File: src/two_target_velocity_estimator_unit_macros.svh
// Assertion macros for the velocity estimator
`ifndef TWO_TARGET_VELOCITY_ESTIMATOR_UNIT_MACROS_SVH
`define TWO_TARGET_VELOCITY_ESTIMATOR_UNIT_MACROS_SVH
`ifndef NO_ASSERTIONS
`define TVE_ASSERT(lbl, clk, rst_n, prop) \
  lbl: assert property (@(posedge clk) disable iff (!rst_n) prop) else $error("assertion failed");
`define TVE_ASSERT_RST(lbl, clk, prop) \
  lbl: assert property (@(posedge clk) prop) else $error("assertion failed");
`else
`define TVE_ASSERT(lbl, clk, rst_n, prop)
`define TVE_ASSERT_RST(lbl, clk, prop)
`endif
`endif

File: src/tve_pkg.sv
// Shared constants of the velocity estimator
`default_nettype none
package tve_pkg;
  localparam int unsigned PosW     = 20;
  localparam int unsigned VelW     = 24;
  localparam int unsigned TimeW    = 32;
  localparam int unsigned GainW    = 17;
  localparam int unsigned NumDflt  = 2;
  localparam logic [GainW-1:0] GainReset = 17'd19661;
  localparam logic [GainW-1:0] GainOne   = 17'd65536;
  localparam logic signed [VelW-1:0] VelMax = 24'sd8388607;
  localparam logic [31:0] Scale = 32'd1000000;
  // numerator: 21-bit diff * 1e6 fits in 41 bits signed
  localparam int unsigned NumW = 41;
  localparam int unsigned QuoW = 41;
  localparam logic [1:0] RegGain = 2'd0;
endpackage
`default_nettype wire

File: src/tve_divider.sv
// Bit-serial restoring divider for signed numerator over positive divisor
`default_nettype none
module tve_divider (
  input  wire logic                          clk_i,
  input  wire logic                          rst_ni,
  input  wire logic                          start_i,
  input  wire logic signed [tve_pkg::NumW-1:0] num_i,
  input  wire logic [tve_pkg::TimeW-1:0]     den_i,
  output logic                               done_o,
  output logic signed [tve_pkg::VelW-1:0]    quo_o
);
  import tve_pkg::*;
  logic [NumW-1:0] q_q, q_d;
  logic [TimeW:0]  r_q, r_d;
  logic [TimeW-1:0] den_q, den_d;
  logic neg_q, neg_d;
  logic [5:0] cnt_q, cnt_d;
  logic busy_q, busy_d, done_q, done_d;
  logic [TimeW:0] trial;
  logic [NumW-1:0] mag;

  always_comb begin
    q_d = q_q; r_d = r_q; den_d = den_q; neg_d = neg_q;
    cnt_d = cnt_q; busy_d = busy_q; done_d = 1'b0;
    mag = num_i[NumW-1] ? NumW'(-num_i) : NumW'(num_i);
    trial = {r_q[TimeW-1:0], q_q[NumW-1]} - {1'b0, den_q};
    if (start_i) begin
      q_d = mag; r_d = '0; den_d = den_i; neg_d = num_i[NumW-1];
      cnt_d = 6'(NumW); busy_d = 1'b1;
    end else if (busy_q) begin
      if (!trial[TimeW]) begin
        r_d = trial; q_d = {q_q[NumW-2:0], 1'b1};
      end else begin
        r_d = {r_q[TimeW-1:0], q_q[NumW-1]}; q_d = {q_q[NumW-2:0], 1'b0};
      end
      cnt_d = cnt_q - 6'd1;
      if (cnt_q == 6'd1) begin
        busy_d = 1'b0; done_d = 1'b1;
      end
    end
  end

  always_ff @(posedge clk_i or negedge rst_ni) begin
    if (!rst_ni) begin
      cnt_q <= '0; busy_q <= 1'b0; done_q <= 1'b0;
    end else begin
      cnt_q <= cnt_d; busy_q <= busy_d; done_q <= done_d;
    end
  end
  always_ff @(posedge clk_i) begin
    q_q <= q_d; r_q <= r_d; den_q <= den_d; neg_q <= neg_d;
  end

  logic [VelW-1:0] sat;
  always_comb begin
    sat = (q_q > NumW'(VelMax)) ? VelMax : q_q[VelW-1:0];
    quo_o = neg_q ? -$signed(sat) : $signed(sat);
  end
  assign done_o = done_q;
endmodule
`default_nettype wire

File: config.mk
export PLATFORM = sky130hd
export DESIGN_NAME = tve_divider
export DESIGN_NICKNAME = d
export VERILOG_FILES = /design/src/two_target_velocity_estimator_unit_macros.svh /design/src/tve_pkg.sv /design/src/tve_divider.sv
export SDC_FILE = /design/constraint.sdc
export NUM_CORES = 1
export LEC_CHECK = 0
export BUFFER_PORTS_ARGS = -buffer_cell sky130_fd_sc_hd__buf_2
export CELL_PAD_IN_SITES_DETAIL_PLACEMENT = 0
export CELL_PAD_IN_SITES_GLOBAL_PLACEMENT = 1
export CORE_UTILIZATION = 46
export CTS_BUF_LIST = sky130_fd_sc_hd__clkbuf_8
export DETAILED_ROUTE_END_ITERATION = 7
export PLACE_DENSITY = 0.84
export SYNTH_ARGS = -nofsm -noshare
export SYNTH_HDL_FRONTEND = slang
export SYNTH_SLANG_ARGS = --single-unit
File: constraint.sdc
create_clock -name clk_i -period 5.5 [get_ports clk_i]
set_clock_uncertainty 0.2 [all_clocks]
set_input_delay 0.55 -clock clk_i [delete_from_list [all_inputs] [get_ports clk_i]]
set_output_delay 0.55 -clock clk_i [all_outputs]
set_load 0.05 [all_outputs]
==> results of run 1 <==
[worst register-to-register path, delay by kind of cell (launching register included)]
family	cells	cell delay [ns]
fa+ha+maj	2	0.63
compound gates	6	1.72
buf+inv	2	0.41
mux	1	0.25
simple gates	2	0.27
flops	1	0.38
[final cells by class]
type | count | area, sq um
flip-flops and latches | 114 | 3060
clock buffers | 19 | 262
multi-input cells | 646 | 4190
fillers | 1536 | 7320
inverters | 55 | 206
repair buffers | 109 | 573
clock inverters | 13 | 119
well taps | 216 | 270
[cells by family (layout without fill, tap and decap cells)]
kind of cell	Yosys count	count (layout)	share of synthesized area [%]
and+or+nand+nor	275	275	17.7
DFF	114	114	40.4
buffers and inverters	98	196	4.87
xor gates and xnor gates	75	75	8.66
muxes	9	9	1.20
adders and majority gates	37	37	6.20
AOI/OAI and AO/OA	250	250	21.0
[flip-flops by register name (all words and copies together) (netlist names)]
name,cells
den_q,32
q_q,41
r_q,32
done_o,1
busy_q,1
neg_q,1
cnt_q,6
[stage by stage]
step / total power, mW / hold WS [ns] / cells / utilization [%]
floorplan: 2.07 / 0.0544 / 858 / -
global placement: 2.34 / 0.202 / 1139 / 51.7
detailed placement: 2.35 / 0.199 / 1139 / 51.7
CTS: 3.12 / 0.0522 / 1172 / 54.1
global route: 3.32 / 0.0483 / 1172 / 54.3
finish: 3.09 / 0.0812 / 1172 / 54.3
[worst paths after layout]
path,startpoint,to,cells past startpoint
max,q_q[0],quo_o[19],10
max reg2reg,q_q[40],r_q[18],13
min,den_i[17],den_q[17],1
max in group asynchronous,rst_ni,busy_q,2
min in group asynchronous,rst_ni,done_o,2
min reg2reg,r_q[27],r_q[27],2
[power groups by stage]
stage	Sequential (mW)	Clock [mW]	Combinational, mW
final	1.17	0.759	1.16
after global routing	1.19	0.817	1.31
after CTS	1.17	0.783	1.16
after detailed placement	1.19	0	1.16
after global placement	1.19	0	1.15
after floorplan	1.15	0	0.920
[cell usage in the layout, fill, tap and decap left out, types with 15 or more instances in the layout]
cell      synthesis  final
a211oi_1         32     31
a21o_1           18     18
a21oi_1          91     91
buf_2             1     99
clkbuf_8          0     19
dfxtp_1          32     32
edfxtp_1         74     74
ha_1             36     36
inv_1            55     57
nand2_1          44     44
nor2_1          124    124
o21ai_0          40     40
o31ai_1          15     15
xnor2_1          24     24
xor2_1           51     51
[layer usage]
layer  GRT usage [%]  up-vias  share of wire (%)
li1                -     3289                  -
met2            32.4      124                 45
met1            30.2     2946                 50
met5               0        -                  0
met4            5.61        0                1.1
met3            4.93       19                4.3
[repair_timing]
action / 4_1_cts / 5_1_grt
endpoints found under the hold margin: 8 / 0
endpoints found under the setup margin: 0 / 3
gates resized for setup: 0 / 4
hold buffers: 1 / 0
==> metrics.cfg, run 1 <==
[status]
status = finished, final reports clean

[die]
pin_count = 101
dieArea_sq_um = 17000
std_cell_rows = 46
dieHeight_microns = 130
start_util_pct = 47.4
die_w_microns = 130
core_sq_um = 16000

[route]
routed_via_density = 5.44
wl_per_cell_microns = 14.5
drt-total-wl_microns = 16900
vias = 6378
first_pass_iters = 5
ant_nets = 0
drc = 0
drtIter0Drc = 488

[global_routing]
antenna_found_initial = 0
grt_pass1_vias = 5789
grt_pass1_wl_microns = 28300
track_usage_pct = 21.2
grt_max_degree = 79
overflow = 0

[clock_tree]
clock_path_buffers = 2
h-tree-depth = 4
root_buffer = clkbuf_8
numCtsBuffers = 17
clkSinkCount = 114
clk_latency_ns = 0.44
post-cts-setup-buffers = 0
clk_pin_slew_ns = 0.07
cts_tree = done

[power_and_ir_drop]
sequentialPowerShare_pct = 38.0
switching_share_pct = 36.2
clkPwrFrac_pct = 24.6
max-vdd-ir-drop_v = 0.000165
p_int_mw = 1.97
p_leak_nw = 3.70
combPwrFrac_pct = 37.4
p_per_area_nw_per_um2 = 356
power.switching_mw = 1.12

[synthesis]
synth_ff_type = edfxtp_1
yosysUniqueCellTypes = 59
yosysTopAreaCell = edfxtp_1
synth_top_area_share_pct = 29.3
yosysMostFrequentCell = nor2_1
synth.ff_latch_count = 114
synthArstFlopShare_pct = 7.02
seq_area_frac_synth_pct = 40.4
synthCells = 858
avgSynthCellArea_sq_um = 8.84
synth_edf_count = 74
syn_area_sq_um = 7580
ys_top_cells_by_count = nor2_1, a21oi_1, edfxtp_1
yosys-top-cells-area = edfxtp_1, dfxtp_1, nor2_1
synth_nets = 971
ys_warn_count = 0

[worst_setup_path]
crit_required_ns = 4.75
cp-start-kind = flip-flop
criticalPathCategory = reg -> out
crit_top_cell = or3_4
path_cells = or3_4, or3_4, or3_4, or3_4, or4_4, or4_4, or4_4, or3_1, a221o_1, buf_2
crit_arrival_ns = 4.50
end_kind = primary output
cp_slowest_cell = or4_4
regToRegSetupSlack_ns = 1.51
cp_max_fo = 3
path_buf_inv = 1
max_stage_delay_ns = 0.44
cp_top_family = simple AND/OR/NAND/NOR gates

[sta]
tns_ns = 0
worst_slack_ns = 0.254
setup_viol = 0
slew_headroom_pct = 48.3
period_share_pct = 95.4
worstMarginPinSlew_ns = 0.769
final_hold_viol_count = 0
period_minus_slack_ns = 5.25
clock.fmax_mhz = 191
maxSlewViolCount = 0
rsz0062_at_grt = no

[place]
io_buffers = 100
pre_cts_ws_ns = 0.583
gp_congestion = 0.841
postPlaceCellArea_sq_um = 8270
dp_hpwl_microns = 12400

[run]
max-cap-violations = 0

[cells_and_area]
num_antenna_cells = 0
final_area_sq_um = 8680
areaGrowthSynthToFinish_pct = 14.5
layout.nets = 1056
layout-drive-gt1-share_pct = 16.7

[hold_path]
hold_class = in -> reg

(Power assumes the default switching activity.)
==> inputs of run 2 (changes only) <==
Settings changed: PLACE_DENSITY 0.84 to 0.88.
==> run 2 against run 1 <==
Net effect:
- largest cell class unchanged
- clock power up 12%
- final cell count is 0.26% lower
- highest routed layer unchanged
- sequential power barely moved
==> metrics.cfg, run 2 (synthesis gave the netlist of run 1 again) <==
[die]
dieArea_sq_um = 17000
std_cell_rows = 46
pin_count = 101
core_sq_um = 16000
die_w_microns = 130
start_util_pct = 47.4
dieHeight_microns = 130

[clock_tree]
clk_pin_slew_ns = 0.07
numCtsBuffers = 17
clock_path_buffers = 2
post-cts-setup-buffers = 0
h-tree-depth = 4
cts_tree = done
clk_latency_ns = 0.44
clkSinkCount = 114
root_buffer = clkbuf_8

[route]
routed_via_density = 5.49
wl_per_cell_microns = 14.5
drtIter0Drc = 454
ant_nets = 0
drt-total-wl_microns = 16900
drc = 0
first_pass_iters = 6
vias = 6414

[cells_and_area]
reg_top3 = q_q (41), den_q (32), r_q (32)
final_cell_mix = nor2_1, buf_2, a21oi_1
stdcell_count = 1169
largest_register_ffs = 41
layout.nets = 1053
final_common_cell = nor2_1
layout-drive-gt1-share_pct = 16.7
fin_util_pct = 54.3
num_antenna_cells = 0
areaGrowthSynthToFinish_pct = 14.6
final_area_sq_um = 8700
regMostFlops = q_q

[sta]
worstMarginPinSlew_ns = 0.872
hold_slack_ns = 0.0804
setup_viol = 0
period_minus_slack_ns = 5.26
slew_headroom_pct = 41.3
clock.fmax_mhz = 190
worst_slack_ns = 0.237
maxSlewViolCount = 0
final_hold_viol_count = 0
tns_ns = 0
rsz0062_at_grt = no
period_share_pct = 95.7

[global_routing]
grt_pass1_wl_microns = 28000
grt_pass1_vias = 5995
grt_max_degree = 81
overflow = 0
track_usage_pct = 20.8
antenna_found_initial = 0

[status]
status = finished, final reports clean

[power_and_ir_drop]
p_per_area_nw_per_um2 = 364
p_total_mw = 3.16
p_leak_nw = 3.70
max-vdd-ir-drop_v = 0.000235

[worst_setup_path]
criticalPathCategory = reg -> out
crit_required_ns = 4.75
cp-start-kind = flip-flop
cp_max_fo = 5
crit_arrival_ns = 4.51
end_kind = primary output

[place]
postPlaceCellArea_sq_um = 8250
gp_congestion = 0.817
io_buffers = 100
dp.cells = 1136
pre_cts_ws_ns = 0.575
dp_hpwl_microns = 12100

[hold_path]
hold_class = in -> reg

[run]
max-cap-violations = 0

run 2: final cells by class:
cell class	instances	area [sq um]
Fill cell	1593	7300
Multi-Input combinational cell	646	4180
Sequential cell	114	3060
Timing Repair Buffer	106	551
Tap cell	216	270
Clock buffer	17	234
Inverter	55	206
Clock inverter	15	193
run 2: worst paths after layout:
path / slack [ns] / endpoint / cells after the start / start
max in group asynchronous: 4.63 / busy_q / 2 / rst_ni
max reg2reg: 1.60 / r_q[31] / 14 / q_q[40]
min: 0.08 / den_q[20] / 1 / den_i[20]
max: 0.24 / quo_o[20] / 14 / q_q[33]
min reg2reg: 0.30 / r_q[27] / 2 / r_q[27]
min in group asynchronous: 0.28 / cnt_q[1] / 2 / rst_ni
run 2: critical path, stage by stage, from the launching register on:
cell and delay, ns:
edfxtp_1 0.42, or4_1 0.54, or4_4 0.54, nor2_1 0.16, ha_1 0.18, nand2_1 0.08, or3_1 0.34, or3_1 0.37
nor4_2 0.22, nand2b_1 0.11, o41a_1 0.38, o21bai_1 0.26, a21oi_1 0.16, o32ai_1 0.09, buf_2 0.23
run 2: repair_timing:
action,in CTS,in global routing
hold endpoints to repair,8,0
hold buffers,1,0
gates resized for setup,0,3
endpoints found under the setup margin,0,3
run 2: routing by layer:
layer  global-route usage [%]  part of all wire, %  up-vias
met5                        0                    0        -
met4                     6.42                  1.3        0
met3                     4.19                  4.1       23
met2                     34.0                   46      141
met1                     27.9                   49     2970
li1                         -                    -     3280
run 2: power breakdown:
| part | switching, mW | internal (mW) |
|---|---|---|
| Sequential | 0.115 | 1.06 |
| Clock | 0.359 | 0.489 |
| Combinational | 0.661 | 0.481 |
